**src/rtl/shp3_pkg.sv**
```systemverilog
// Shared types and constants for the 3x3 sharpening block.
// No dependencies; every module of the block imports this package.
`timescale 1ns / 1ps

package shp3_pkg;

  // Configuration port
  localparam int CFG_IDX_W  = 1;
  localparam int CFG_DATA_W = 7;
  localparam logic [CFG_IDX_W-1:0] REG_WIDTH  = 1'b0;
  localparam logic [CFG_IDX_W-1:0] REG_HEIGHT = 1'b1;
  localparam logic [CFG_DATA_W-1:0] SIZE_RESET = 7'd64;

  // Operation codes
  localparam logic OP_LOAD    = 1'b0;
  localparam logic OP_COMPUTE = 1'b1;

  // Tap sequence of a compute, one frame store read each
  typedef logic [2:0] tap_t;
  localparam tap_t TAP_CENTRE = 3'd0;
  localparam tap_t TAP_LEFT   = 3'd1;
  localparam tap_t TAP_RIGHT  = 3'd2;
  localparam tap_t TAP_UP     = 3'd3;
  localparam tap_t TAP_DOWN   = 3'd4;

  // Last count values of the sequencer
  localparam logic [2:0] LAST_MOD_STEP = 3'd5;  // six remainder steps
  localparam logic [2:0] LAST_TAP      = 3'd4;  // five taps

  typedef struct packed {
    logic       operation;
    logic [5:0] column;
    logic [5:0] row;
    logic [7:0] blue_in;
    logic [7:0] green_in;
    logic [7:0] red_in;
  } in_item_t;

  typedef struct packed {
    logic [7:0] blue_out;
    logic [7:0] green_out;
    logic [7:0] red_out;
  } out_item_t;

  typedef struct packed {
    logic capture;   // take the input transfer
    logic mod_step;  // one remainder step on column and row
    logic write_en;  // store the held pixel
    logic rd_en;     // read one tap
    tap_t tap;       // which tap to read
    logic emit;      // load the output register
  } cmd_t;

  typedef struct packed {
    logic is_compute;  // held item asks for a result
    logic out_free;    // output register can take a result this cycle
  } stat_t;

endpackage

```
**src/rtl/shp3_ctrl.sv**
```systemverilog
// Sequencer of the 3x3 sharpening block: steps each item through its phases.
// Depends on shp3_pkg; drives the datapath through cmd_t, reads stat_t.
`timescale 1ns / 1ps

module shp3_ctrl
  import shp3_pkg::*;
(
  input  logic  clk,
  input  logic  rst,
  input  logic  in_valid,
  output logic  in_stall,
  input  stat_t stat,
  output cmd_t  cmd
);

  typedef enum logic [5:0] {
    S_IDLE  = 6'b000001,
    S_MOD   = 6'b000010,
    S_WRITE = 6'b000100,
    S_READ  = 6'b001000,
    S_DRAIN = 6'b010000,
    S_EMIT  = 6'b100000
  } state_t;

  state_t     state, state_next;
  logic [2:0] cnt, cnt_next;

  always_comb begin
    state_next = state;
    cnt_next   = cnt;
    cmd        = '0;
    case (state)
      S_IDLE: begin
        if (in_valid) begin
          cmd.capture = 1'b1;
          cnt_next    = '0;
          state_next  = S_MOD;
        end
      end
      S_MOD: begin
        cmd.mod_step = 1'b1;
        if (cnt == LAST_MOD_STEP) begin
          cnt_next   = '0;
          state_next = stat.is_compute ? S_READ : S_WRITE;
        end else begin
          cnt_next = cnt + 3'd1;
        end
      end
      S_WRITE: begin
        cmd.write_en = 1'b1;
        state_next   = S_IDLE;
      end
      S_READ: begin
        cmd.rd_en = 1'b1;
        cmd.tap   = cnt;
        if (cnt == LAST_TAP) begin
          state_next = S_DRAIN;
        end else begin
          cnt_next = cnt + 3'd1;
        end
      end
      S_DRAIN: begin
        state_next = S_EMIT;
      end
      S_EMIT: begin
        if (stat.out_free) begin
          cmd.emit   = 1'b1;
          state_next = S_IDLE;
        end
      end
      default: begin
        state_next = S_IDLE;
      end
    endcase
  end

  always_ff @(posedge clk) begin
    if (rst) begin
      state <= S_IDLE;
      cnt   <= '0;
    end else begin
      state <= state_next;
      cnt   <= cnt_next;
    end
  end

  assign in_stall = (state != S_IDLE);

  a_emit_free: assert property (@(posedge clk) disable iff (rst)
    cmd.emit |-> stat.out_free)
    else $error("result loaded while output register busy");

  a_capture_mod: assert property (@(posedge clk) disable iff (rst)
    cmd.capture |=> (state == S_MOD) && (cnt == 3'd0))
    else $error("accepted item did not start remainder steps");

  a_all_taps: assert property (@(posedge clk) disable iff (rst)
    (state == S_DRAIN) |-> ($past(state) == S_READ) && ($past(cnt) == LAST_TAP))
    else $error("compute drained before all taps were read");

  a_write_load: assert property (@(posedge clk) disable iff (rst)
    cmd.write_en |-> !stat.is_compute)
    else $error("frame store written for a compute item");

endmodule

```
**config.mk**
```make
export PLATFORM = sky130hd
export DESIGN_NAME = shp3_ctrl
export DESIGN_NICKNAME = d
export VERILOG_FILES = /design/src/rtl/shp3_pkg.sv /design/src/rtl/shp3_ctrl.sv
export SDC_FILE = /design/constraint.sdc
export NUM_CORES = 1
export LEC_CHECK = 0
export BUFFER_PORTS_ARGS = -buffer_cell sky130_fd_sc_hd__buf_4
export CAP_MARGIN = 20
export CORE_MARGIN = 3
export CORE_UTILIZATION = 41
export CTS_CLUSTER_SIZE = 30
export DETAILED_ROUTE_END_ITERATION = 16
export PLACE_DENSITY = 0.72
export SLEW_MARGIN = 20
export SYNTH_ARGS = -nofsm -noshare
export SYNTH_HDL_FRONTEND = slang
export SYNTH_SLANG_ARGS = --single-unit
```
**constraint.sdc**
```tcl
create_clock -name clk -period 2.3 [get_ports clk]
set_input_delay 0.46 -clock clk [delete_from_list [all_inputs] [get_ports clk]]
set_output_delay 0.46 -clock clk [all_outputs]
set_load 0.01 [all_outputs]
```
Word level (Yosys, flattened, before mapping). Index checks and enable logic that the tools add are counted.

Register bits after elaboration: 9. Input bits: 5. Output and inout bits: 9. Word-level logic and storage cells: 37.

Reductions and logical operators: 3. Multiplexer cells: 17. Add/subtract/negate cells: 1. Equality and inequality tests: 14.

Operators with widths (number): $pmux 6 s5 (1); $mux 6 (4); $ne 2x2->1 const B (5); $mux 3 (3); $pmux 3 s3 (1); $mux 4 (2); $eq 3x3->1 const B (2); $eq 6x1->1 const B (1); $eq 6x2->1 const B (1); $eq 6x3->1 const B (1); $eq 6x4->1 const B (1); $eq 6x5->1 const B (1); $eq 6x6->1 const B (1); $mux 1 (6); $ne 6x1->1 const B (1); $reduce_and 4->1 (1); $add 3x1->3 const B (1); $reduce_and 3->1 (1); $reduce_bool 3->1 (1).

Logic depth before layout (Yosys ltp).
Depth in word-level cells: 3. Depth in mapped cells: 7. Depth with buffers taken out: 7.

Worst setup path after synthesis. No wires, ideal clock.

Path kind: reg2out. Start: reg state[5]. End: out cmd[1] in the netlist's numbering. Cell stages (with the launch flop): 5. Arrival time: 1400 ps. Data required time: 1840 ps. Slack: 440 ps. Cells stage by stage: dfxtp_1 -> buf_6 -> or3_4 -> nor4b_4 -> and2_1.

RTL lines: start: declaration (RTL line shp3_ctrl.sv:25) `state_t state, state_next;`; start signal: assignment (RTL line shp3_ctrl.sv:82) `state <= state_next;`; end: declaration (RTL line shp3_ctrl.sv:13) `output cmd_t cmd`.

==> out/summary.json <==
{
  "post-synth-top-area-fraction": 0.269,
  "finalCriticalPeriod_ps": 2190,
  "global_route_wire_length_before_repair_um": 2240,
  "drcViolationCount": 0,
  "die_w_um": 46.4,
  "max_freq_ghz": 0.457,
  "floorplan.die_area_mm2": 0.00216,
  "antenna_found_initial": 0,
  "clock_path_buffers": 2,
  "syn2layout_area_growth_pct": 18.3,
  "top_cells_by_area_in_the_synthesized_netlist": "sky130_fd_sc_hd__dfxtp_1 27%, sky130_fd_sc_hd__ha_1 5.6%, sky130_fd_sc_hd__buf_6 5.0%",
  "start_kind": "flip-flop",
  "post_route_cells_drive_above_1_share": 0.269,
  "globalRouteOverflowTotal": 0,
  "i_o_pin_total": 14,
  "post-route-period-util": 0.951,
  "post_synth.cell_area_avg_um2": 8.49,
  "switching_power_as_a_share_of_total_power": 0.320,
  "clock_tree_from_tritoncts": "yes",
  "final.setup.tns_ps": 0,
  "p_int_uw": 277,
  "setup_violation_total_in_the_final_timing_report": 0,
  "routed_wl_um": 1440,
  "std_cell_rows": 13,
  "timing.critical_path.buf_inv": 1,
  "via_count": 612,
  "proportion_of_synthesized_chip_area_in_sequential_cells": 0.269,
  "power.leakage_nw": 0.332,
  "count_of_synthesis_stage_warnings_from_yosys": 0,
  "timing_worst_setup_path_type": "reg -> out",
  "p_total_uw": 408,
  "seq_power_share": 0.439,
  "hold_path_class": "in -> reg",
  "syn_nets": 87,
  "wl_per_cell_um": 13.4,
  "peakVddDrop_mv": 0.474,
  "synth_cell_area_um2": 671,
  "layout_commonest_cell": "sky130_fd_sc_hd__buf_4",
  "peak_fanout_along_the_critical_path": 8,
  "grt_start_max_net_pins": 13,
  "route.detailed.vias_per_inst": 5.67,
  "pwr-share-comb": 0.248,
  "p_sw_uw": 131,
  "antenna_cells_inserted": 0,
  "final_cell_mix": "16 x sky130_fd_sc_hd__buf_4, 8 x sky130_fd_sc_hd__nor2_1, 7 x sky130_fd_sc_hd__dfxtp_1",
  "clk_latency_ps": 270,
  "outcome": "completed",
  "portBuffers": 13,
  "critPathTopFamily": "simple AND/OR/NAND/NOR gates",
  "synth_cell_types": 34,
  "power_density_mw_per_mm2": 514,
  "critical-path-max-stage-delay_ps": 400,
  "timing_worst_slew_pin_value_ps": 412,
  "slew_headroom": 0.723,
  "cts_num_sinks": 9,
  "synth.ff_latch_count": 9,
  "power_share_of_the_clock_group": 0.313,
  "cp.arrival_ps": 1730,
  "timing_hold_violations_final": 0,
  "gr-usage-all-layers": 0.152,
  "core-area_mm2": 0.00142,
  "tritoncts.num_buffers": 3,
  "layout.core_utilization": 0.561,
  "worst_path_max_delay_cell": "sky130_fd_sc_hd__or3_4",
  "maxCapViolations": 0,
  "netlist.top_cell.by_area": "sky130_fd_sc_hd__dfxtp_1",
  "setup_ws_ps": 113,
  "start_util": 0.474,
  "cts-root-buf": "sky130_fd_sc_hd__clkbuf_4",
  "cp-end-kind": "primary output",
  "hold_ws_ps": 366,
  "rsz0062_at_grt": "false",
  "globalplace.congestion": 0.803,
  "hpwl_um": 1060,
  "path_cells": "or3_4, nor4b_4, and2_1, buf_4",
  "slew_viol_final": 0,
  "worst_setup_hold_path_clk_slew_ps": 70,
  "final_net_count": 102,
  "cp.required_ps": 1840,
  "drt.antenna.violating_nets": 0,
  "worst_setup_slack_before_clock_tree_synthesis_ps": 382,
  "synthesis.instances": 79,
  "dr.first_iter.drc_count": 18,
  "first_pass_iters": 4,
  "number_of_buffers_added_to_fix_hold_violations_after_cts": 0,
  "first_global_vias": 504,
  "h-tree-depth": 1,
  "floorplan.die.height_um": 46.4,
  "finalClockSkew_ps": 12.3
}
## flip-flops by register name (all words and copies together) (netlist names)
name and cells:
state 6, cnt 3
## layer usage
layer | part of all wire | global-route usage
met2 | 0.47 | 0.234
met4 | 0.0069 | 0.0341
met3 | 0.030 | 0.0703
met1 | 0.49 | 0.191
met5 | 0 | 0
## worst reg2reg max path: cells and delay by family (launching register included)
family           cells  cell delay (ps)
AO/OA/AOI/OAI        1              150
flip-flops           1              430
AND/OR/NAND/NOR      4             1320
## synth_stat cells
| master | instances |
|---|---|
| sky130_fd_sc_hd__nor4b_4 | 1 |
| sky130_fd_sc_hd__or2_4 | 1 |
| sky130_fd_sc_hd__o21ai_0 | 3 |
| sky130_fd_sc_hd__a32o_1 | 2 |
| sky130_fd_sc_hd__xnor2_1 | 1 |
| sky130_fd_sc_hd__o21a_1 | 1 |
| sky130_fd_sc_hd__inv_1 | 5 |
| sky130_fd_sc_hd__o41ai_1 | 1 |
| sky130_fd_sc_hd__nand3_1 | 2 |
| sky130_fd_sc_hd__nor2b_1 | 3 |
| sky130_fd_sc_hd__ha_1 | 3 |
| sky130_fd_sc_hd__o2bb2ai_1 | 1 |
| sky130_fd_sc_hd__nand2_1 | 2 |
| sky130_fd_sc_hd__o21bai_1 | 1 |
| sky130_fd_sc_hd__nor3b_1 | 4 |
| sky130_fd_sc_hd__a21oi_1 | 4 |
| sky130_fd_sc_hd__clkbuf_1 | 1 |
| sky130_fd_sc_hd__or3_1 | 1 |
| sky130_fd_sc_hd__and4_1 | 1 |
| sky130_fd_sc_hd__or4_1 | 2 |
| sky130_fd_sc_hd__a21boi_0 | 1 |
| sky130_fd_sc_hd__nor3_1 | 3 |
| sky130_fd_sc_hd__a311oi_1 | 1 |
| sky130_fd_sc_hd__o41ai_2 | 1 |
| sky130_fd_sc_hd__buf_2 | 2 |
| sky130_fd_sc_hd__nor4_1 | 3 |
| sky130_fd_sc_hd__nor2_1 | 8 |
| sky130_fd_sc_hd__dfxtp_1 | 9 |
| sky130_fd_sc_hd__buf_6 | 3 |
| sky130_fd_sc_hd__nor4b_1 | 2 |
| sky130_fd_sc_hd__or3_4 | 1 |
| sky130_fd_sc_hd__a211oi_1 | 1 |
| sky130_fd_sc_hd__and2_1 | 3 |
| sky130_fd_sc_hd__mux2i_1 | 1 |
## final cells by class
| class | count | area, µm² |
|---|---|---|
| repair buffers | 16 | 120 |
| well taps | 15 | 18.8 |
| clock buffers | 4 | 26.3 |
| flip-flops and latches | 9 | 185 |
| inverters | 5 | 18.8 |
| fillers | 137 | 622 |
| multi-input cells | 59 | 424 |
## what timing repair did
action,in CTS,in global routing
setup endpoints to repair,0,3
buffers inserted,0,3
resized for setup,0,3
## final timing paths
| path | slack [ps] | depth (start not counted) | start | to |
|---|---|---|---|---|
| hold / removal | 370 | 2 | stat[1] | state[2] |
| setup / recovery | 110 | 4 | state[5] | cmd[2] |
| hold reg to reg | 520 | 2 | cnt[2] | state[4] |
| setup reg to reg | 360 | 5 | state[3] | cnt[1] |
## power by group through the flow
stage / clock network (mW) / registers (mW) / logic (mW)
final: 0.127 / 0.179 / 0.101
after global routing: 0.141 / 0.181 / 0.112
after CTS: 0.134 / 0.180 / 0.101
after detailed placement: 0 / 0.183 / 0.101
after global placement: 0 / 0.182 / 0.100
after floorplan: 0 / 0.168 / 0.0902
## logic make-up after synthesis
| logic type | count (synthesis) | synth area share |
|---|---|---|
| adder cells (fa/ha/maj) | 3 | 0.0560 |
| buffers and inverters | 11 | 0.0989 |
| AO/OA/AOI/OAI | 17 | 0.190 |
| XOR/XNOR | 1 | 0.0131 |
| multiplexers | 1 | 0.0149 |
| AND/OR/NAND/NOR | 37 | 0.358 |
| flip-flops | 9 | 0.269 |
## stage by stage
step / area, µm² / cells
floorplan: 671 / 79
global placement: 739 / 101
detailed placement: 739 / 101
CTS: 766 / 105
global route: 793 / 108
finish: 793 / 108
(Power assumes the default switching activity.)
